File: src/ptwa_pkg.sv
`timescale 1ns / 1ps
`default_nettype none
// ----------------------------------------------------------------------------
// ptwa_pkg
// Shared widths, codes and types for the peak tracker with average.
// ----------------------------------------------------------------------------
package ptwa_pkg;

    localparam int CUR_W      = 27;   // signed current value
    localparam int CODE_W     = 10;   // converter code
    localparam int GAIN_W     = 16;   // unsigned gain
    localparam int CFG_IDX_W  = 2;
    localparam int CFG_DATA_W = 27;

    // register indexes
    localparam logic [CFG_IDX_W-1:0] CFG_ZERO_CODE   = 2'd0;
    localparam logic [CFG_IDX_W-1:0] CFG_GAIN        = 2'd1;
    localparam logic [CFG_IDX_W-1:0] CFG_MIN_CURRENT = 2'd2;

    // commands
    localparam logic CMD_SAMPLE = 1'b0;
    localparam logic CMD_CLEAR  = 1'b1;

    // register reset values
    localparam logic [CODE_W-1:0] ZERO_CODE_RST = 10'd512;
    localparam logic [GAIN_W-1:0] GAIN_RST      = 16'd256;

    typedef logic signed [CUR_W-1:0] cur_t;

endpackage
`default_nettype wire

File: src/top_peak_tracker_with_average.sv
`timescale 1ns / 1ps
`default_nettype none
// ----------------------------------------------------------------------------
// top_peak_tracker_with_average
// Keeps the largest currents seen and reports lowest kept peak and mean.
// ----------------------------------------------------------------------------
// Input beat: command (sample or clear) and a 10-bit converter code. The code
// is turned into (code - zero_code) * gain and, when the store has room or
// the value beats the smallest kept peak, written into the slot memory.
// Every input beat gives one output beat: below_threshold, peak_count,
// lowest_peak and average_peak.
// Configuration beats (cfg_index, cfg_data) are always taken; write them only
// while the block is idle. Index 3 is ignored.
// in_ready rises with out_valid. The longer of the bit-serial divider for
// the mean and the rescan of the slot memory for a new minimum sets how long
// a sample takes; at 16 slots the divider. A beat that leaves the store
// empty (a clear) skips the divide.
// One item is worked on at a time; in_ready is high when no item is in
// flight, even while a result waits on the output.
// If the receiver stalls, a finished result is held in the output register
// and the next result waits until that beat is taken.
// Reset empties the store and loads zero_code 512, gain 256, min_current 0.
// ----------------------------------------------------------------------------
module top_peak_tracker_with_average #(
    parameter int PEAK_SLOTS = 16,
    localparam int CNT_W = $clog2(PEAK_SLOTS + 1)
) (
    input  wire                                 clk,
    input  wire                                 rst_n,
    // configuration
    input  wire                                 cfg_valid,
    output logic                                cfg_ready,
    input  wire  [ptwa_pkg::CFG_IDX_W-1:0]      cfg_index,
    input  wire  [ptwa_pkg::CFG_DATA_W-1:0]     cfg_data,
    // input items
    input  wire                                 in_valid,
    output logic                                in_ready,
    input  wire                                 command,
    input  wire  [ptwa_pkg::CODE_W-1:0]         sample,
    // results
    output logic                                out_valid,
    input  wire                                 out_ready,
    output logic                                below_threshold,
    output logic [CNT_W-1:0]                    peak_count,
    output logic signed [ptwa_pkg::CUR_W-1:0]   lowest_peak,
    output logic signed [ptwa_pkg::CUR_W-1:0]   average_peak
);
    import ptwa_pkg::*;

    localparam int IDX_W  = (PEAK_SLOTS > 1) ? $clog2(PEAK_SLOTS) : 1;
    localparam int SUM_W  = CUR_W + CNT_W;
    localparam int DIV_CW = $clog2(SUM_W + 1);

    typedef enum logic [2:0] {
        S_IDLE,
        S_MUL,
        S_UPD,
        S_START,
        S_WORK,
        S_DONE
    } state_t;

    state_t                    state_reg;

    // configuration registers
    logic [CODE_W-1:0]         zero_code_reg;
    logic [GAIN_W-1:0]         gain_reg;
    cur_t                      min_current_reg;

    // item in flight
    logic                      cmd_reg;
    logic signed [CODE_W:0]    diff_reg;
    cur_t                      cur_reg;
    logic                      below_reg;

    // tracker state
    logic [CNT_W-1:0]          count_reg;
    logic signed [SUM_W-1:0]   sum_reg;
    logic [IDX_W-1:0]          low_slot_reg;
    cur_t                      low_val_reg;

    // rescan
    logic                      scan_req_reg;
    logic [CNT_W-1:0]          issue_reg;
    logic                      rd_valid_reg;
    logic [IDX_W-1:0]          rd_idx_reg;
    cur_t                      rd_data_reg;
    cur_t                      best_val_reg;
    logic [IDX_W-1:0]          best_idx_reg;

    // serial divider
    logic [DIV_CW-1:0]         div_cnt_reg;
    logic [SUM_W-1:0]          dq_reg;
    logic [CNT_W-1:0]          rem_reg;
    logic                      neg_reg;

    // output register
    logic                      out_valid_reg;
    logic                      out_below_reg;
    logic [CNT_W-1:0]          out_count_reg;
    cur_t                      out_lowest_reg;
    cur_t                      out_avg_reg;

    // slot memory
    cur_t                      mem [PEAK_SLOTS];

    logic signed [CUR_W:0]     prod;
    logic                      full;
    logic signed [SUM_W-1:0]   cur_ext;
    logic signed [SUM_W-1:0]   low_ext;
    logic                      wr_en;
    logic [IDX_W-1:0]          wr_addr;
    logic                      rd_en;
    logic [IDX_W-1:0]          rd_addr;
    logic                      scan_done;
    logic                      div_done;
    logic [CNT_W:0]            trial;
    logic                      q_bit;
    logic [CNT_W:0]            rem_step;
    logic [SUM_W-1:0]          sum_mag;
    logic [SUM_W-1:0]          avg_full;

    assign cfg_ready       = 1'b1;
    assign in_ready        = (state_reg == S_IDLE);
    assign out_valid       = out_valid_reg;
    assign below_threshold = out_below_reg;
    assign peak_count      = out_count_reg;
    assign lowest_peak     = out_lowest_reg;
    assign average_peak    = out_avg_reg;

    assign prod    = (CUR_W + 1)'(diff_reg) * (CUR_W + 1)'($signed({1'b0, gain_reg}));
    assign full    = (count_reg == CNT_W'(PEAK_SLOTS));
    assign cur_ext = {{(SUM_W - CUR_W){cur_reg[CUR_W-1]}}, cur_reg};
    assign low_ext = {{(SUM_W - CUR_W){low_val_reg[CUR_W-1]}}, low_val_reg};

    // append while there is room, otherwise replace the smallest kept peak
    assign wr_en   = (state_reg == S_UPD) && (cmd_reg == CMD_SAMPLE)
                     && (!full || (cur_reg > low_val_reg));
    assign wr_addr = full ? low_slot_reg : count_reg[IDX_W-1:0];

    assign rd_en   = (state_reg == S_WORK) && scan_req_reg
                     && (issue_reg != CNT_W'(PEAK_SLOTS));
    assign rd_addr = issue_reg[IDX_W-1:0];

    assign scan_done = !scan_req_reg
                       || ((issue_reg == CNT_W'(PEAK_SLOTS)) && !rd_valid_reg);
    assign div_done  = (div_cnt_reg == '0);

    // restoring divide step: one quotient bit per cycle
    assign trial    = {rem_reg, dq_reg[SUM_W-1]};
    assign q_bit    = (trial >= {1'b0, count_reg});
    assign rem_step = q_bit ? (trial - {1'b0, count_reg}) : trial;

    assign sum_mag  = sum_reg[SUM_W-1] ? SUM_W'(-sum_reg) : SUM_W'(sum_reg);
    assign avg_full = neg_reg ? (~dq_reg + SUM_W'(1)) : dq_reg;

    // slot memory: one write port, one registered read port
    always_ff @(posedge clk)
    begin
        if (wr_en)
        begin
            mem[wr_addr] <= cur_reg;
        end
        if (rd_en)
        begin
            rd_data_reg <= mem[rd_addr];
        end
    end

    always_ff @(posedge clk or negedge rst_n)
    begin
        if (!rst_n)
        begin
            state_reg       <= S_IDLE;
            zero_code_reg   <= ZERO_CODE_RST;
            gain_reg        <= GAIN_RST;
            min_current_reg <= '0;
            cmd_reg         <= CMD_SAMPLE;
            diff_reg        <= '0;
            cur_reg         <= '0;
            below_reg       <= 1'b0;
            count_reg       <= '0;
            sum_reg         <= '0;
            low_slot_reg    <= '0;
            low_val_reg     <= '0;
            scan_req_reg    <= 1'b0;
            issue_reg       <= '0;
            rd_valid_reg    <= 1'b0;
            rd_idx_reg      <= '0;
            best_val_reg    <= '0;
            best_idx_reg    <= '0;
            div_cnt_reg     <= '0;
            dq_reg          <= '0;
            rem_reg         <= '0;
            neg_reg         <= 1'b0;
            out_valid_reg   <= 1'b0;
            out_below_reg   <= 1'b0;
            out_count_reg   <= '0;
            out_lowest_reg  <= '0;
            out_avg_reg     <= '0;
        end
        else
        begin
            if (cfg_valid)
            begin
                unique case (cfg_index)
                    CFG_ZERO_CODE:   zero_code_reg   <= cfg_data[CODE_W-1:0];
                    CFG_GAIN:        gain_reg        <= cfg_data[GAIN_W-1:0];
                    CFG_MIN_CURRENT: min_current_reg <= cfg_data[CUR_W-1:0];
                    default:         ;
                endcase
            end

            // S_DONE reloads the output register itself
            if (out_valid_reg && out_ready && (state_reg != S_DONE))
            begin
                out_valid_reg <= 1'b0;
            end

            unique case (state_reg)
                S_IDLE:
                begin
                    if (in_valid)
                    begin
                        cmd_reg   <= command;
                        diff_reg  <= $signed({1'b0, sample})
                                     - $signed({1'b0, zero_code_reg});
                        state_reg <= S_MUL;
                    end
                end

                S_MUL:
                begin
                    cur_reg   <= prod[CUR_W-1:0];
                    state_reg <= S_UPD;
                end

                S_UPD:
                begin
                    scan_req_reg <= 1'b0;
                    if (cmd_reg == CMD_CLEAR)
                    begin
                        below_reg    <= 1'b0;
                        count_reg    <= '0;
                        sum_reg      <= '0;
                        low_slot_reg <= '0;
                        low_val_reg  <= '0;
                    end
                    else
                    begin
                        below_reg <= (cur_reg < min_current_reg);
                        if (!full)
                        begin
                            count_reg <= count_reg + CNT_W'(1);
                            sum_reg   <= sum_reg + cur_ext;
                            if ((count_reg == '0) || (cur_reg < low_val_reg))
                            begin
                                low_slot_reg <= count_reg[IDX_W-1:0];
                                low_val_reg  <= cur_reg;
                            end
                        end
                        else if (cur_reg > low_val_reg)
                        begin
                            sum_reg      <= sum_reg + cur_ext - low_ext;
                            scan_req_reg <= 1'b1;
                        end
                    end
                    state_reg <= S_START;
                end

                S_START:
                begin
                    issue_reg    <= '0;
                    rd_valid_reg <= 1'b0;
                    neg_reg      <= sum_reg[SUM_W-1];
                    dq_reg       <= sum_mag;
                    rem_reg      <= '0;
                    div_cnt_reg  <= (count_reg == '0) ? '0 : DIV_CW'(SUM_W);
                    state_reg    <= S_WORK;
                end

                S_WORK:
                begin
                    // rescan: issue one read a cycle, compare the data in the next cycle
                    rd_valid_reg <= rd_en;
                    rd_idx_reg   <= rd_addr;
                    if (rd_en)
                    begin
                        issue_reg <= issue_reg + CNT_W'(1);
                    end
                    if (rd_valid_reg
                        && ((rd_idx_reg == '0) || (rd_data_reg < best_val_reg)))
                    begin
                        best_val_reg <= rd_data_reg;
                        best_idx_reg <= rd_idx_reg;
                    end

                    if (!div_done)
                    begin
                        dq_reg      <= {dq_reg[SUM_W-2:0], q_bit};
                        rem_reg     <= rem_step[CNT_W-1:0];
                        div_cnt_reg <= div_cnt_reg - DIV_CW'(1);
                    end

                    if (scan_done && div_done)
                    begin
                        if (scan_req_reg)
                        begin
                            low_slot_reg <= best_idx_reg;
                            low_val_reg  <= best_val_reg;
                        end
                        state_reg <= S_DONE;
                    end
                end

                S_DONE:
                begin
                    // hold until the output register is free
                    if (!out_valid_reg || out_ready)
                    begin
                        out_valid_reg  <= 1'b1;
                        out_below_reg  <= below_reg;
                        out_count_reg  <= count_reg;
                        out_lowest_reg <= (count_reg == '0) ? '0 : low_val_reg;
                        out_avg_reg    <= (count_reg == '0) ? '0
                                                            : avg_full[CUR_W-1:0];
                        state_reg      <= S_IDLE;
                    end
                end

                default:
                begin
                    state_reg <= S_IDLE;
                end
            endcase
        end
    end

endmodule
`default_nettype wire

File: config.mk
export PLATFORM = sky130hd
export DESIGN_NAME = top_peak_tracker_with_average
export DESIGN_NICKNAME = d
export VERILOG_FILES = /design/src/ptwa_pkg.sv /design/src/top_peak_tracker_with_average.sv
export SDC_FILE = /design/constraint.sdc
export NUM_CORES = 2
export LEC_CHECK = 0
export CORE_ASPECT_RATIO = 1.75
export CORE_MARGIN = 4
export CORE_UTILIZATION = 28
export DETAILED_ROUTE_END_ITERATION = 8
export DONT_BUFFER_PORTS = 1
export HOLD_SLACK_MARGIN = 0.02
export SYNTH_ARGS = -nofsm -noshare
export SYNTH_HDL_FRONTEND = slang
export SYNTH_SLANG_ARGS = --single-unit
File: constraint.sdc
create_clock -name clk -period 8.6 [get_ports clk]
set_input_delay 1.72 -clock clk [delete_from_list [all_inputs] [get_ports clk]]
set_output_delay 1.72 -clock clk [all_outputs]
set_load 0.01 [all_outputs]
==> reports/metrics.cfg <==
[status]
outcome=completed

[sta]
max_clock_freq_ghz=0.164
worst_slack_ns=2.52
slew_headroom_pct=21.5
hold_viol_final=0
tightest_slew_ns=1.18
finalCriticalPeriod_ns=6.08
finalSetupViolCount=0
period_share_pct=70.7
drv_slew=0
finalSetupTns_ns=0
grt_setup_unrepaired=no
fin_skew_ns=0.0276

[floorplan]
die_h_um=522
core.rowCount=188
design.core.area_mm2=0.150
dieArea_mm2=0.157
top_level_ports=108
die_w_um=302
start_util_pct=28.2

[synth]
synth_top_flop_cell=edfxtp_1
synth_edf_count=459
syn_area_mm2=0.0422
ys_ff_latch=770
synth_fp_nets=3858
syn_avg_cell_area_um2=12.3
yosysSeqAreaShare_pct=51.1
yosysUniqueCellTypes=80
yosys_warnings=0
synthArstFlopShare_pct=40.4
syn_inst=3443

[finish]
multiInputGateArea_mm2=0.0191
layout.nets=3846
syn2layout_area_growth_pct=12.3
design_area_mm2=0.0474
fillers=14900
mostFrequentLayoutCells=459 x edfxtp_1, 333 x nand2_1, 314 x inv_1
regArea_mm2=0.0216
drive_gt1_share_pct=12.8
layout_commonest_cell=edfxtp_1
largest_reg_flops=432
instances_no_fill=5491

[placed_design]
dpl_cell_area_mm2=0.0448
routabilityCongestion=0.907
placed_cells=5346
hpwl_mm=78.3
preCtsSetupSlack_ns=2.53
io_buffers=0

[drt]
drt_iter0_drc=1814
routed-via-count=26900
drcViolationCount=0
antenna_left=0
drt_pass1_iterations=5
via_per_inst=4.90
drt_wl_total_mm=111
wl_per_cell_um=20.1

[worst_setup_path]
endpoint_kind=flop
r2r_start=diff_reg[2]
cp.required_ns=9.12
setup.worst_path.start_class=flop
critPathKind=reg -> reg
crit_arrival_ns=6.60
r2r_cells=20
path_max_fanout=17
critical_path.startpoint=diff_reg[2]

[global_route]
grt_max_degree=312
grt_use_met3_pct=2.48
grt_use_total_pct=14.0
grtUsageMet2_pct=25.4
grt_pass1_vias=27500
antenna_found_initial=2
grt_pass1_wl_mm=168
met1_usage_pct=16.4
top_usage_layer=met2
grt_overflow=0

[run]
max-cap-violations=0

[clocking]
clk_path_buf_depth=3
ctsResizeCount=0
clock_latency_ns=0.67
clock_sinks=770
hold_buffers=0
htree_num_levels=3
path_clk_slew_ns=0.06
post_cts_buffers=0
cts-buffers-inserted=78
cts_tree=yes
root_buffer=clkbuf_16

[worst_hold_path]
worstHoldStart=scan_req_reg
hold_path_class=reg -> reg
hold_path_depth=2

[cell type report]
class,count,area share (%)
Tap cell,1995,5.26
Timing Repair Buffer,63,0.997
Sequential cell,770,45.5
Antenna cell,1,0.00528
Multi-Input combinational cell,2204,40.2
Clock buffer,100,4.53
Clock inverter,44,1.03
Inverter,314,2.49
[metrics by stage]
step | hold slack [ns] | util (%)
4_1_cts | 0.471 | 31.6
6_report | 0.468 | 31.6
2_1_floorplan | 0.439 | -
3_5_place_dp | 0.456 | 29.9
3_3_place_gp | 0.454 | 29.9
5_1_grt | 0.495 | 31.6
[metal layers]
metal / up-vias / share of wire [%]
met3: 187 / 5.3
met4: 0 / 3.6
met5: - / 0
met1: 13700 / 39
met2: 666 / 52
li1: 12400 / -
[Yosys cell counts (all sizes together), types with 30 or more instances]
| master | count | area (um2) |
|---|---|---|
| a31oi | 30 | 188 |
| xor2 | 64 | 561 |
| ha | 240 | 3000 |
| nand2 | 333 | 1250 |
| clkbuf | 130 | 488 |
| inv | 314 | 1180 |
| nand3 | 56 | 280 |
| nor2 | 192 | 721 |
| dfrtp | 309 | 7730 |
| a22o | 65 | 569 |
| a21o | 76 | 571 |
| and2 | 77 | 482 |
| mux2 | 75 | 845 |
| a21oi | 140 | 708 |
| mux4 | 135 | 3040 |
| edfxtp | 459 | 13800 |
| o31ai | 40 | 305 |
| o21ai | 182 | 911 |
| xnor2 | 64 | 561 |
| fa | 130 | 2600 |
[worst max-delay path, stage by stage (launching register included)]
cell,delay (ns)
dfrtp_1,0.75
nand2_1,0.18
fa_1,0.58
inv_1,0.04
ha_1,0.20
fa_1,0.44
ha_1,0.28
inv_1,0.04
fa_1,0.53
inv_1,0.06
ha_1,0.28
a21o_1,0.19
a21oi_1,0.22
o21ai_0,0.11
a21oi_1,0.45
a2111oi_0,0.25
o31ai_1,0.41
a31oi_1,0.21
o41ai_1,0.37
mux2i_1,0.22
o311ai_0,0.13
[path summary, 6_finish.rpt]
path,slack [ns],to
setup / recovery,2.52,cur_reg[25]
hold / removal,0.47,scan_req_reg
setup reg to reg,2.52,cur_reg[25]
hold reg to reg,0.47,scan_req_reg
max in group asynchronous,6.74,issue_reg[0]
min in group asynchronous,0.76,zero_code_reg[0]
[kinds of logic after synthesis]
logic type	after synthesis	synth area share, %
adder cells (fa/ha/maj)	370	13.3
AND/OR/NAND/NOR	814	8.87
multiplexers	212	9.25
other	1	0.00888
flip-flops	770	51.1
buffers and inverters	469	4.19
AO/OA/AOI/OAI	679	10.7
XOR/XNOR	128	2.66
Power is left out: the tool's default activity adds up to more than one toggle a clock period on the data nets, which glitch-free logic cannot reach.
